**src/sv/rv32d_pkg.sv**
```systemverilog
`timescale 1ns / 1ps
// Package for the RV32I instruction decoder: opcode and funct constants,
// mnemonic and format codes, the decode result type and funct3 lookup tables.
// Depends on nothing.
package rv32d_pkg;

    // Major opcodes, instruction bits 6..0.
    localparam logic [6:0] OPC_R      = 7'b0110011;
    localparam logic [6:0] OPC_IARITH = 7'b0010011;
    localparam logic [6:0] OPC_LOAD   = 7'b0000011;
    localparam logic [6:0] OPC_STORE  = 7'b0100011;
    localparam logic [6:0] OPC_BRANCH = 7'b1100011;
    localparam logic [6:0] OPC_LUI    = 7'b0110111;
    localparam logic [6:0] OPC_AUIPC  = 7'b0010111;
    localparam logic [6:0] OPC_JAL    = 7'b1101111;
    localparam logic [6:0] OPC_JALR   = 7'b1100111;

    // funct7 values that select between instruction variants.
    localparam logic [6:0] F7_ZERO = 7'b0000000;
    localparam logic [6:0] F7_ALT  = 7'b0100000;

    // funct3 values that need special handling.
    localparam logic [2:0] F3_ADD_SUB = 3'b000;
    localparam logic [2:0] F3_SLL     = 3'b001;
    localparam logic [2:0] F3_SRL_SRA = 3'b101;

    // Mnemonic codes; zero means the word has no known mnemonic.
    typedef enum logic [5:0] {
        MN_UNKNOWN = 6'd0,
        MN_ADD   = 6'd1,  MN_SUB   = 6'd2,  MN_XOR   = 6'd3,  MN_OR    = 6'd4,
        MN_AND   = 6'd5,  MN_SLL   = 6'd6,  MN_SLT   = 6'd7,  MN_SLTU  = 6'd8,
        MN_SRL   = 6'd9,  MN_SRA   = 6'd10, MN_SLTI  = 6'd11, MN_SLTIU = 6'd12,
        MN_ADDI  = 6'd13, MN_ANDI  = 6'd14, MN_XORI  = 6'd15, MN_ORI   = 6'd16,
        MN_SLLI  = 6'd17, MN_SRLI  = 6'd18, MN_SRAI  = 6'd19, MN_LB    = 6'd20,
        MN_LH    = 6'd21, MN_LW    = 6'd22, MN_LBU   = 6'd23, MN_LHU   = 6'd24,
        MN_SB    = 6'd25, MN_SH    = 6'd26, MN_SW    = 6'd27, MN_BEQ   = 6'd28,
        MN_BNE   = 6'd29, MN_BLT   = 6'd30, MN_BGE   = 6'd31, MN_BLTU  = 6'd32,
        MN_BGEU  = 6'd33, MN_LUI   = 6'd34, MN_AUIPC = 6'd35, MN_JAL   = 6'd36,
        MN_JALR  = 6'd37
    } mnemonic_t;

    // Operand format classes.
    typedef enum logic [2:0] {
        FMT_R      = 3'd0,
        FMT_IARITH = 3'd1,
        FMT_LOAD   = 3'd2,
        FMT_STORE  = 3'd3,
        FMT_BRANCH = 3'd4,
        FMT_U      = 3'd5,
        FMT_J      = 3'd6
    } format_t;

    // Decoded fields that depend on the opcode.
    typedef struct packed {
        mnemonic_t          mnemonic;
        format_t            fmt;
        logic signed [31:0] imm;
    } decode_t;

    // Register-register mnemonic by funct3 (funct7 variants handled by caller).
    function automatic mnemonic_t r_mnem(input logic [2:0] f3);
        mnemonic_t mn;
        unique case (f3)
            3'd0: mn = MN_ADD;
            3'd1: mn = MN_SLL;
            3'd2: mn = MN_SLT;
            3'd3: mn = MN_SLTU;
            3'd4: mn = MN_XOR;
            3'd5: mn = MN_SRL;
            3'd6: mn = MN_OR;
            default: mn = MN_AND;
        endcase
        return mn;
    endfunction

    // Register-immediate mnemonic by funct3.
    function automatic mnemonic_t i_mnem(input logic [2:0] f3);
        mnemonic_t mn;
        unique case (f3)
            3'd0: mn = MN_ADDI;
            3'd1: mn = MN_SLLI;
            3'd2: mn = MN_SLTI;
            3'd3: mn = MN_SLTIU;
            3'd4: mn = MN_XORI;
            3'd5: mn = MN_SRLI;
            3'd6: mn = MN_ORI;
            default: mn = MN_ANDI;
        endcase
        return mn;
    endfunction

    // Load mnemonic by funct3.
    function automatic mnemonic_t ld_mnem(input logic [2:0] f3);
        mnemonic_t mn;
        unique case (f3)
            3'd0: mn = MN_LB;
            3'd1: mn = MN_LH;
            3'd2: mn = MN_LW;
            3'd4: mn = MN_LBU;
            3'd5: mn = MN_LHU;
            default: mn = MN_UNKNOWN;
        endcase
        return mn;
    endfunction

    // Store mnemonic by funct3.
    function automatic mnemonic_t st_mnem(input logic [2:0] f3);
        mnemonic_t mn;
        unique case (f3)
            3'd0: mn = MN_SB;
            3'd1: mn = MN_SH;
            3'd2: mn = MN_SW;
            default: mn = MN_UNKNOWN;
        endcase
        return mn;
    endfunction

    // Branch mnemonic by funct3.
    function automatic mnemonic_t br_mnem(input logic [2:0] f3);
        mnemonic_t mn;
        unique case (f3)
            3'd0: mn = MN_BEQ;
            3'd1: mn = MN_BNE;
            3'd4: mn = MN_BLT;
            3'd5: mn = MN_BGE;
            3'd6: mn = MN_BLTU;
            3'd7: mn = MN_BGEU;
            default: mn = MN_UNKNOWN;
        endcase
        return mn;
    endfunction

endpackage

```
**src/sv/rv32i_instruction_decoder_unit.sv**
```systemverilog
`timescale 1ns / 1ps
// RV32I instruction decoder: an input register, one level of decode logic and
// a result register. An accepted word reaches out_valid through both registers.
// Throughput is one item per cycle; each register stage advances whenever it
// is empty or its downstream side is not stalling.
// Reset (rst_n low, asynchronous) empties both stages; payload is not reset.
// Depends on rv32d_pkg and rv32d_decode.
module rv32i_instruction_decoder_unit
(
    input  logic               clk,
    input  logic               rst_n,
    input  logic               in_valid,
    output logic               in_stall,
    input  logic [31:0]        instruction_word,
    output logic               out_valid,
    input  logic               out_stall,
    output logic [5:0]         mnemonic,
    output logic [2:0]         operand_format,
    output logic [4:0]         dest_reg,
    output logic [4:0]         src1_reg,
    output logic [4:0]         src2_reg,
    output logic signed [31:0] immediate
);

    logic               word_valid_reg;
    logic [31:0]        word_reg;
    logic               out_valid_reg;
    rv32d_pkg::decode_t dec_next;
    rv32d_pkg::decode_t dec_reg;
    logic [14:0]        regs_reg;
    logic               out_adv;
    logic               in_adv;

    // Each stage moves when it is empty or the next stage takes its item.
    assign out_adv  = !out_valid_reg || !out_stall;
    assign in_adv   = !word_valid_reg || out_adv;
    assign in_stall = !in_adv;

    // Input register stage.
    always_ff @(posedge clk or negedge rst_n)
    begin
        if (!rst_n)
        begin
            word_valid_reg <= 1'b0;
        end
        else if (in_adv)
        begin
            word_valid_reg <= in_valid;
        end
    end

    always_ff @(posedge clk)
    begin
        if (in_adv && in_valid)
        begin
            word_reg <= instruction_word;
        end
    end

    rv32d_decode u_decode
    (
        .word (word_reg),
        .dec  (dec_next)
    );

    // Result register stage.
    always_ff @(posedge clk or negedge rst_n)
    begin
        if (!rst_n)
        begin
            out_valid_reg <= 1'b0;
        end
        else if (out_adv)
        begin
            out_valid_reg <= word_valid_reg;
        end
    end

    always_ff @(posedge clk)
    begin
        if (out_adv && word_valid_reg)
        begin
            dec_reg  <= dec_next;
            regs_reg <= {word_reg[11:7], word_reg[19:15], word_reg[24:20]};
        end
    end

    // Output ports.
    assign out_valid      = out_valid_reg;
    assign mnemonic       = dec_reg.mnemonic;
    assign operand_format = dec_reg.fmt;
    assign immediate      = dec_reg.imm;
    assign dest_reg       = regs_reg[14:10];
    assign src1_reg       = regs_reg[9:5];
    assign src2_reg       = regs_reg[4:0];

endmodule

```
**src/sv/rv32d_decode.sv**
```systemverilog
`timescale 1ns / 1ps
// Combinational decode of one RV32I instruction word into mnemonic,
// format and immediate. Depends on rv32d_pkg.
module rv32d_decode
(
    input  logic [31:0]       word,
    output rv32d_pkg::decode_t dec
);

    logic [6:0]         opc;
    logic [2:0]         f3;
    logic [6:0]         f7;
    logic signed [31:0] imm_i;

    assign opc   = word[6:0];
    assign f3    = word[14:12];
    assign f7    = word[31:25];
    assign imm_i = {{20{word[31]}}, word[31:20]};

    // Opcode selects the format and immediate layout; funct fields pick the mnemonic.
    always_comb
    begin
        dec.mnemonic = rv32d_pkg::MN_UNKNOWN;
        dec.fmt      = rv32d_pkg::FMT_R;
        dec.imm      = '0;
        unique case (opc)
            rv32d_pkg::OPC_R:
            begin
                dec.fmt      = rv32d_pkg::FMT_R;
                dec.mnemonic = rv32d_pkg::r_mnem(f3);
                if (f3 == rv32d_pkg::F3_ADD_SUB || f3 == rv32d_pkg::F3_SRL_SRA)
                begin
                    if (f7 == rv32d_pkg::F7_ALT)
                    begin
                        dec.mnemonic = (f3 == rv32d_pkg::F3_ADD_SUB) ?
                                       rv32d_pkg::MN_SUB : rv32d_pkg::MN_SRA;
                    end
                    else if (f7 != rv32d_pkg::F7_ZERO)
                    begin
                        dec.mnemonic = rv32d_pkg::MN_UNKNOWN;
                    end
                end
            end
            rv32d_pkg::OPC_IARITH:
            begin
                dec.fmt      = rv32d_pkg::FMT_IARITH;
                dec.mnemonic = rv32d_pkg::i_mnem(f3);
                if (f3 == rv32d_pkg::F3_SLL || f3 == rv32d_pkg::F3_SRL_SRA)
                begin
                    // Shift amounts are unsigned.
                    dec.imm = {27'd0, word[24:20]};
                    if (f3 == rv32d_pkg::F3_SRL_SRA)
                    begin
                        if (f7 == rv32d_pkg::F7_ALT)
                        begin
                            dec.mnemonic = rv32d_pkg::MN_SRAI;
                        end
                        else if (f7 != rv32d_pkg::F7_ZERO)
                        begin
                            dec.mnemonic = rv32d_pkg::MN_UNKNOWN;
                        end
                    end
                end
                else
                begin
                    dec.imm = imm_i;
                end
            end
            rv32d_pkg::OPC_LOAD:
            begin
                dec.fmt      = rv32d_pkg::FMT_LOAD;
                dec.mnemonic = rv32d_pkg::ld_mnem(f3);
                dec.imm      = imm_i;
            end
            rv32d_pkg::OPC_STORE:
            begin
                dec.fmt      = rv32d_pkg::FMT_STORE;
                dec.mnemonic = rv32d_pkg::st_mnem(f3);
                dec.imm      = {{20{word[31]}}, word[31:25], word[11:7]};
            end
            rv32d_pkg::OPC_BRANCH:
            begin
                dec.fmt      = rv32d_pkg::FMT_BRANCH;
                dec.mnemonic = rv32d_pkg::br_mnem(f3);
                dec.imm      = {{19{word[31]}}, word[31], word[7], word[30:25],
                                word[11:8], 1'b0};
            end
            rv32d_pkg::OPC_LUI:
            begin
                dec.fmt      = rv32d_pkg::FMT_U;
                dec.mnemonic = rv32d_pkg::MN_LUI;
                dec.imm      = {word[31:12], 12'd0};
            end
            rv32d_pkg::OPC_AUIPC:
            begin
                dec.fmt      = rv32d_pkg::FMT_U;
                dec.mnemonic = rv32d_pkg::MN_AUIPC;
                dec.imm      = {word[31:12], 12'd0};
            end
            rv32d_pkg::OPC_JAL:
            begin
                dec.fmt      = rv32d_pkg::FMT_J;
                dec.mnemonic = rv32d_pkg::MN_JAL;
                dec.imm      = {{11{word[31]}}, word[31], word[19:12], word[20],
                                word[30:21], 1'b0};
            end
            rv32d_pkg::OPC_JALR:
            begin
                dec.fmt      = rv32d_pkg::FMT_LOAD;
                dec.mnemonic = rv32d_pkg::MN_JALR;
                dec.imm      = imm_i;
            end
            default:
            begin
                // Unknown opcode: all-zero result.
                dec.mnemonic = rv32d_pkg::MN_UNKNOWN;
                dec.fmt      = rv32d_pkg::FMT_R;
                dec.imm      = '0;
            end
        endcase
    end

endmodule
```
**config.mk**
```make
export PLATFORM = sky130hd
export DESIGN_NAME = rv32i_instruction_decoder_unit
export DESIGN_NICKNAME = d
export VERILOG_FILES = /design/src/sv/rv32d_pkg.sv /design/src/sv/rv32i_instruction_decoder_unit.sv /design/src/sv/rv32d_decode.sv
export SDC_FILE = /design/constraint.sdc
export NUM_CORES = 1
export LEC_CHECK = 0
export BUFFER_PORTS_ARGS = -buffer_cell sky130_fd_sc_hd__buf_2
export CORE_ASPECT_RATIO = 1.1
export CORE_UTILIZATION = 30
export CTS_BUF_LIST = sky130_fd_sc_hd__clkbuf_4 sky130_fd_sc_hd__clkbuf_8
export CTS_CLUSTER_SIZE = 16
export DETAILED_ROUTE_END_ITERATION = 8
export HOLD_SLACK_MARGIN = 0.03
export PLACE_DENSITY = 0.56
export SYNTH_ARGS = -nofsm -noshare
export SYNTH_HDL_FRONTEND = slang
export SYNTH_SLANG_ARGS = --single-unit
```
**constraint.sdc**
```tcl
create_clock -name clk -period 12.4 [get_ports clk]
set_input_delay 1.86 -clock clk [delete_from_list [all_inputs] [get_ports clk]]
set_output_delay 1.86 -clock clk [all_outputs]
set_load 0.05 [all_outputs]
```
==> results.md, run 1 <==
- Run status: completed
- XOR/XNOR share of the synthesized area: less than 1%
- # Max-Cap Violations: 0
- Synth top area share: between 60% and 70%
- Post-CTS sizing: 0
- Distinct cells, synth: a little under 60
- Clock slew at reported path FFs: 0.09 ns
- Die Width: around 110 um
- Main synth FF type: edfxtp_1
- Filler cells: ~1,200
- Post-Place Cell Area: 4370 sq um
- Hold Fails Final Rpt: 0
- Simple logic cell fraction of the synthesized area: approximately 11%
- Antenna Nets Post-Route: 0
- Clk sinks: 90
- GRT Resource Usage Total: 12.9%
- Vias in the first global route: roughly 2,400
- Most common cell in the netlist: edfxtp_1
- Flop and latch count out of synthesis: 90
- DRT iter0 DRCs: about 220
- Synthesized netlist cell count: 263
- Design Power: roughly 0.00065 W
- Worst rel slew slack: ~43%
- Nets@finish: around 390
- Antenna violations before repair: 0
- Routed len/inst: ~16 um
- Layout area overhead: 19.6%
- Vias per cell: about 4.8
- Post-Route WL: around 8100 um
- Mean Syn Cell Area: between 10 and 15 sq um
- HPWL Detailed: around 5500 um
- Final Cell Area: 4550 sq um
- Fin crit period: approximately 4.3 ns
- Root Driver: clkbuf_8
- Leakage Power: 1.88 nW
- GPL Wtd Cong: between 0.8 and 0.9
- Syn nets: about 300
- Final setup TNS: 0 ns
- Multi-input gate area: about 990 sq um
- Mux cell area share after synthesis: less than 1%
- CTS tree: done
- Total congestion overflow: 0
- Iteration count of the initial detailed-routing pass: 4
- Nature of the critical path endpoint: primary output
- Final period util: around a third
- Worst Skew: between 0.009 and 0.01 ns
- Startpoint Class: input pin
- Fin. max-slew vios: 0
- Maximum VDD drop: approximately 54 uV
- Largest net degree at the start of global routing: 57
- Syn. warnings: 0
- Setup violators final: 0
- Placeable Area: between 10,000 and 15,000 sq um
- First-pass GRT wire length: ~13,000 um
- Area leader, netlist: edfxtp_1
- Cell Area, Synth: approximately 3800 sq um
- Residual DRC: 0
- Worst-path fanout max: 3
- Layout cells sized above 1: between 30% and 40%
- Hold WC Path Type: reg -> reg
- Required @ worst endpoint: about 11 ns
- Placement Rows: 42
- RSZ-0062 raised after global routing: false
- EDFF count, synth: between 80 and 90
- Worst skew pair latency: between 0.3 and 0.4 ns
- DR vias: 2,434
- Total die area: 13,100 sq um
- Power density over the cells: 143 nW/um^2
- Total CTS buffers: 9
- Antenna cell count: 0
- Synth Area in Adders: 0%
- IO Pins: 94
- Ys async rst share: ~2.2%
- Initial Util: approximately 31%
- Top cells by area, synth: edfxtp_1 69%, a21o_1 4.1%, nor2_1 1.6%, nand2_1 1.5%, a21oi_1 1.4%
- Crit path DAT: 2.41 ns
- Reg area: between 2000 and 3000 sq um
- H-tree levels: 3
- Die H: 120 um
- Largest family of logic cells by synthesized area: compound AO/OA/AOI/OAI gates
- CTS max path bufs: 2
- # port buffers: 93
- Hold Buf Count CTS: 0
- Most instantiated cells after synthesis: 88 x edfxtp_1, 21 x a21o_1, 16 x nor2_1, 15 x nand2_1, 11 x a21oi_1
- Setup bufs post-CTS: 0
- Worst-Margin Slew: approximately 0.85 ns
- Critical path class: in -> out
- Peak Freq: roughly 0.23 GHz
- Synth Area in Compound Gates: a little over an eighth
- Post-synthesis sequential area ratio: a little over two thirds
## final cells by class
| cell class | instances | area share, % |
|---|---|---|
| multi-input cells | 153 | 21.8 |
| flip-flops and latches | 90 | 59.2 |
| clock inverters | 6 | 1.10 |
| well taps | 154 | 4.23 |
| inverters | 3 | 0.247 |
| clock buffers | 10 | 2.89 |
| repair buffers | 95 | 10.6 |
## stage by stage
step	setup slack, ns	cells	hold slack, ns	util, %
floorplan	5.92	263	0.427	-
global placement	8.15	495	0.432	35.8
detailed placement	8.13	495	0.436	35.8
CTS	8.13	511	0.447	37.3
global route	8.07	511	0.474	37.3
finish	8.13	511	0.449	37.3
## cell families (layout without fill, tap and decap cells)
group | Yosys count | in the layout
XOR/XNOR | 4 | 4
AO/OA/AOI/OAI | 71 | 71
multiplexers | 1 | 1
AND/OR/NAND/NOR | 77 | 77
buffers and inverters | 20 | 114
flip-flops | 90 | 90
## report_power, final
group | leakage [nW] | internal, W | switching [W]
Combinational | 0.914 | 0.0000223 | 0.0000703
Sequential | 0.886 | 0.000358 | 0.0000153
Clock | 0.0805 | 0.0000771 | 0.000107
Total | 1.88 | 0.000457 | 0.000193
## routing by layer
layer	up-vias	routed length (um)	global-route usage, %
li1	1181	-	-
met1	1151	3710	16.9
met2	87	3810	20.4
met3	15	491	3.48
met4	0	137	4.67
met5	-	0	0
## final timing paths
path | from | end | cells after the start | slack (ns)
min in group asynchronous | rst_n | out_valid$_DFFE_PN0P_ | 1 | 1.27
max reg2reg | word_reg[2]$_DFFE_PP_ | immediate[28]$_DFFE_PP_ | 5 | 9.90
min | word_reg[8]$_DFFE_PP_ | regs_reg[11]$_DFFE_PP_ | 0 | 0.45
min reg2reg | word_reg[8]$_DFFE_PP_ | regs_reg[11]$_DFFE_PP_ | 0 | 0.45
max in group asynchronous | rst_n | word_valid_reg$_DFFE_PN0N_ | 1 | 11.03
max | out_stall | in_stall | 4 | 8.13
## critical path, stage by stage
cell and delay (ns):
buf_2 0.12, nand3_1 0.11, inv_1 0.07, buf_2 0.25
## cell usage in the layout (no fill, tap or decap), types with 7 or more instances in the layout
master	n
clkbuf_8	9
nor2_1	16
and2_1	7
edfxtp_1	88
a21oi_1	11
nand2_1	15
nand3_1	9
buf_2	93
a21o_1	21
No activity file was read; power rests on OpenSTA's default activity.
==> run 2: changes to the inputs <==
Settings changed: PLACE_DENSITY 0.56 to 0.58.
Clock period 12.4 ns to 3.4 ns, I/O delays scaled along.
==> results.md, run 2 (same netlist as run 1, synthesis figures left out) <==
- Initial Util: a little under a third
- Required @ worst endpoint: about 3.6 ns
- Placement Rows: 42
- Most frequent cells in the layout: 93 x buf_2, 88 x edfxtp_1, 21 x a21o_1
- Antenna Nets Post-Route: 0
- Startpoint Class: register
- HPWL Detailed: 5590 um
- Die Width: roughly 110 um
- Maximum VDD drop: ~230 uV
- Nature of the critical path endpoint: register
- Worst path slowest cell: edfxtp_1
- CP delay by family, top: simple AND/OR/NAND/NOR gates
- DR vias: roughly 2,500
- Hold Worst Slack: 0.306 ns
- Die H: around 120 um
- Met2 Track Usage GR: a little over a fifth
- Total congestion overflow: 0
- GRT Resource Usage Total: a little over an eighth
- CTS max path bufs: 2
- Placeable Area: 12,200 sq um
- Worst-Margin Slew: 0.857 ns
- Worst Skew: about 0.012 ns
- Root Driver: clkbuf_8
- Met3 Track Usage GR: under 10%
- Final Cell Area: 4640 sq um
- CTS tree: done
- Post-Place Cell Area: around 4400 sq um
- Finished Core Util: approximately two fifths
- Final period util: around 70%
- IO Pins: 94
- DRT iter0 DRCs: between 100 and 150
- Fin crit period: between 2 and 2.5 ns
- Hold WC Path Type: in -> reg
- Worst rel slew slack: a little over two fifths
- Iteration count of the initial detailed-routing pass: 4
- Layout cells sized above 1: between 30% and 40%
- Fin. max-slew vios: 0
- First-pass GRT wire length: approximately 13,000 um
- Antenna violations before repair: 0
- Vias in the first global route: between 2,000 and 3,000
- Nets@finish: 391
- Setup WS pre-CTS: between 1 and 1.5 ns
- Post-Route WL: around 8300 um
- Clk sinks: 90
- GPL Wtd Cong: around 0.84
- Critical path class: reg -> reg
- Vias per cell: 4.81
- Antenna cell count: 0
- Most Crowded Layer GR: met2
- Run status: completed
- Power density over the cells: around 560 nW/um^2
- Leakage Power: between 1.5 and 2 nW
- Peak Freq: about 0.42 GHz
- Final setup TNS: 0 ns
- # port buffers: 93
- Total die area: 13,100 sq um
- Hold Fails Final Rpt: 0
- Setup bufs post-CTS: 0
- Total CTS buffers: 9
- Crit path buf inv count: 0
- Setup violators final: 0
- Commonest non-fill, non-tap cell in the layout: buf_2
- Layout area overhead: 22.0%
- # Max-Cap Violations: 0
- Met1 Use GR: 16.6%
- Clock slew at reported path FFs: 0.10 ns
- Largest net degree at the start of global routing: 57
- Routed len/inst: between 15 and 20 um
- Worst-path cell chain: nor2b_1 > a2111oi_0 > o211ai_1 > nor2_1 > a21o_1
- Worst-path fanout max: 20
- Worst skew pair latency: around 0.37 ns
- Setup WS post-layout: 1.04 ns
- Crit path DAT: 2.60 ns
- CP peak stage delay: 0.74 ns
- Residual DRC: 0
- H-tree levels: 3
- RSZ-0062 raised after global routing: false
[run 2: final cells by class]
class | instances | area (sq um)
clock buffers | 9 | 124
clock inverters | 7 | 125
fillers | 1155 | 7550
inverters | 3 | 11.3
multi-input cells | 153 | 993
flip-flops and latches | 90 | 2690
well taps | 154 | 193
repair buffers | 98 | 505
[run 2: power breakdown]
group	switching, W	internal, W	total [W]	leakage, nW
registers	0.0000507	0.00131	0.00136	0.886
logic	0.000264	0.0000830	0.000347	0.928
clock network	0.000398	0.000495	0.000894	0.118
total	0.000713	0.00188	0.00260	1.93
[run 2: stage by stage]
step	total power (W)	instances
finish	0.00260	514
global route	0.00270	514
CTS	0.00264	514
detailed placement	0.00173	497
global placement	0.00173	497
floorplan	0.00164	263
[run 2: timing repair]
item,4_1_cts,5_1_grt
gates resized for setup,0,0
endpoints found under the hold margin,2,0
hold buffers,1,0
[run 2: per-layer routing]
layer / vias to the layer above / routed length, um
met5: - / 0
met4: 0 / 228
met3: 19 / 506
met2: 88 / 3920
met1: 1173 / 3690
li1: 1190 / -
[run 2: final timing paths]
check | end | slack, ns | depth (start not counted) | startpoint
max reg2reg | immediate[27]$_DFFE_PP_ | 1.04 | 5 | word_reg[2]$_DFFE_PP_
min reg2reg | regs_reg[12]$_DFFE_PP_ | 0.46 | 0 | word_reg[9]$_DFFE_PP_
min in group asynchronous | out_valid$_DFFE_PN0P_ | 0.44 | 2 | rst_n
max | immediate[27]$_DFFE_PP_ | 1.04 | 5 | word_reg[2]$_DFFE_PP_
max in group asynchronous | word_valid_reg$_DFFE_PN0N_ | 2.86 | 2 | rst_n
min | word_reg[15]$_DFFE_PP_ | 0.31 | 1 | instruction_word[15]
==> run 3: changes to the inputs <==
Clock period 3.4 ns to 1.89 ns, I/O delays scaled along.
==> results.md, run 3 (same netlist as run 1, synthesis figures left out) <==
- Worst-Margin Slew: about 0.34 ns
- Final period util: between 90 and 100%
- Worst rel slew slack: between 70 and 80%
- Multi-input gate area: roughly 1000 sq um
- Routed len/inst: 16.1 um
- Post-Place Cell Area: ~4600 sq um
- Peak Freq: 0.538 GHz
- Vias per cell: around 4.8
- # port buffers: 93
- Worst path slowest cell: or4_4
- # Max-Cap Violations: 0
- CTS tree: done
- Layout area overhead: 28.9%
- Vias in the first global route: between 2,000 and 3,000
- Root Driver: clkbuf_8
- Crit Reg-Reg Startpoint: word_reg[25]$_DFFE_PP_
- Most frequent cells in the layout: 93 x buf_2, 88 x edfxtp_1, 28 x buf_4
- Reg area: 2690 sq um
- Iteration count of the initial detailed-routing pass: 4
- Total congestion overflow: 0
- Leakage Power: ~2.1 nW
- Fin cells: 542
- Fin. max-slew vios: 0
- Residual DRC: 0
- DRT iter0 DRCs: around 160
- Design Power: between 0.004 and 0.005 W
- Worst setup path startpoint: word_reg[25]$_DFFE_PP_
- Antenna cell count: 0
- Layout cells sized above 1: 42.0%
- Worst skew pair latency: 0.36 ns
- Hold Worst Slack: a little over 0.09 ns
- Worst-path cell chain: or4_4 > or3_4 > a31oi_1 > nand3_1 > o2111ai_1
- Nets@finish: ~420
- Total die area: about 13,000 sq um
- Fin crit period: 1.86 ns
- Setup violators final: 0
- Commonest non-fill, non-tap cell in the layout: buf_2
- Hold Fails Final Rpt: 0
- Worst Skew: 0.00930 ns
- Worst-path fanout max: 3
- Maximum VDD drop: 344 uV
- Hold WC Path Type: in -> reg
- Worst hold start: instruction_word[18]
- Clock slew at reported path FFs: roughly 0.1 ns
- DR vias: approximately 2,600
- Filler cells: roughly 1,200
- Post-Route WL: slightly below 9000 um
- Largest net degree at the start of global routing: between 50 and 60
- Finished Core Util: between 40% and 50%
- Run status: completed
- Die H: about 120 um
- HPWL Detailed: 6090 um
- Antenna Nets Post-Route: 0
- Startpoint Class: register
- Critical path class: reg -> reg
- H-tree levels: 3
- Final Cell Area: around 5000 sq um
- Placement Rows: 42
- Die Width: 109 um
- First-pass GRT wire length: 13,500 um
- Total CTS buffers: 9
- Nature of the critical path endpoint: register
- Initial Util: approximately 31%
- Placeable Area: approximately 12,000 sq um
- IO Pins: 94
- GPL Wtd Cong: between 0.8 and 0.9
- CP peak stage delay: 0.55 ns
- CTS max path bufs: 2
- Crit path DAT: 2.07 ns
- Antenna violations before repair: 0
- Inst Count DP: about 520
- Power density over the cells: ~940 nW/um^2
- GRT Resource Usage Total: roughly 14%
- Required @ worst endpoint: 2.10 ns
- RSZ-0062 raised after global routing: true
- Clk sinks: 90
==> run 3: cell count changes in the layout (fill, tap and decap cells not counted), sizes merged <==
cell	change
clkinv	+2
buf	+28
inv	-1
clkinvlp	-1
clkbuf	+1
bufinv	-1
==> run 3: area by class of cell <==
cell class                      count  share of cell area (%)
Inverter                            3                   0.229
Clock buffer                       10                    2.68
Multi-Input combinational cell    153                    21.0
Tap cell                          154                    3.93
Timing Repair Buffer              126                    15.4
Sequential cell                    90                    54.9
Clock inverter                      6                    1.84
==> run 3: what timing repair did <==
action                                 4_1_cts  5_1_grt
setup endpoints to repair                    1       16
hold buffers                                 1        0
endpoints found under the hold margin        2        0
pin swaps                                    1        5
gates resized for setup                      0       11
buffers inserted                             0        7
==> run 3: worst paths after layout <==
check	slack (ns)	depth (start not counted)	to
setup / recovery	0.03	5	mnemonic[1]$_DFFE_PP_
hold / removal	0.09	1	word_reg[18]$_DFFE_PP_
setup reg to reg	0.03	5	mnemonic[1]$_DFFE_PP_
hold reg to reg	0.46	0	regs_reg[13]$_DFFE_PP_
max in group asynchronous	1.55	2	out_valid$_DFFE_PN0P_
min in group asynchronous	0.24	2	out_valid$_DFFE_PN0P_
==> run 3: metrics by stage <==
stage / setup WS (ns) / setup TNS, ns
CTS: 0.0133 / 0
floorplan: -0.0903 / -5.05
detailed placement: 0.0195 / 0
global route: -0.0159 / -0.0240
finish: 0.0299 / 0
global placement: 0.0844 / 0
==> run 3: routing by layer <==
metal	wire (um)	global-route usage, %	up-vias
met5	0	0	-
met4	201	6.58	0
met3	569	3.97	16
met2	4130	21.6	89
met1	3840	17.4	1240
li1	-	-	1249
==> run 3: critical path: cells and delay by family (launching register included) <==
kind	cells	cell delay (ns)
AND/OR/NAND/NOR	3	1.02
flip-flops	1	0.42
AO/OA/AOI/OAI	2	0.27
==> run 3: power by group <==
group	leakage (nW)	switching (W)	total (W)	internal (W)
Sequential	0.886	0.0000617	0.00241	0.00235
Combinational	1.09	0.000525	0.000729	0.000204
Clock	0.110	0.000699	0.00146	0.000765
Total	2.09	0.00129	0.00460	0.00331
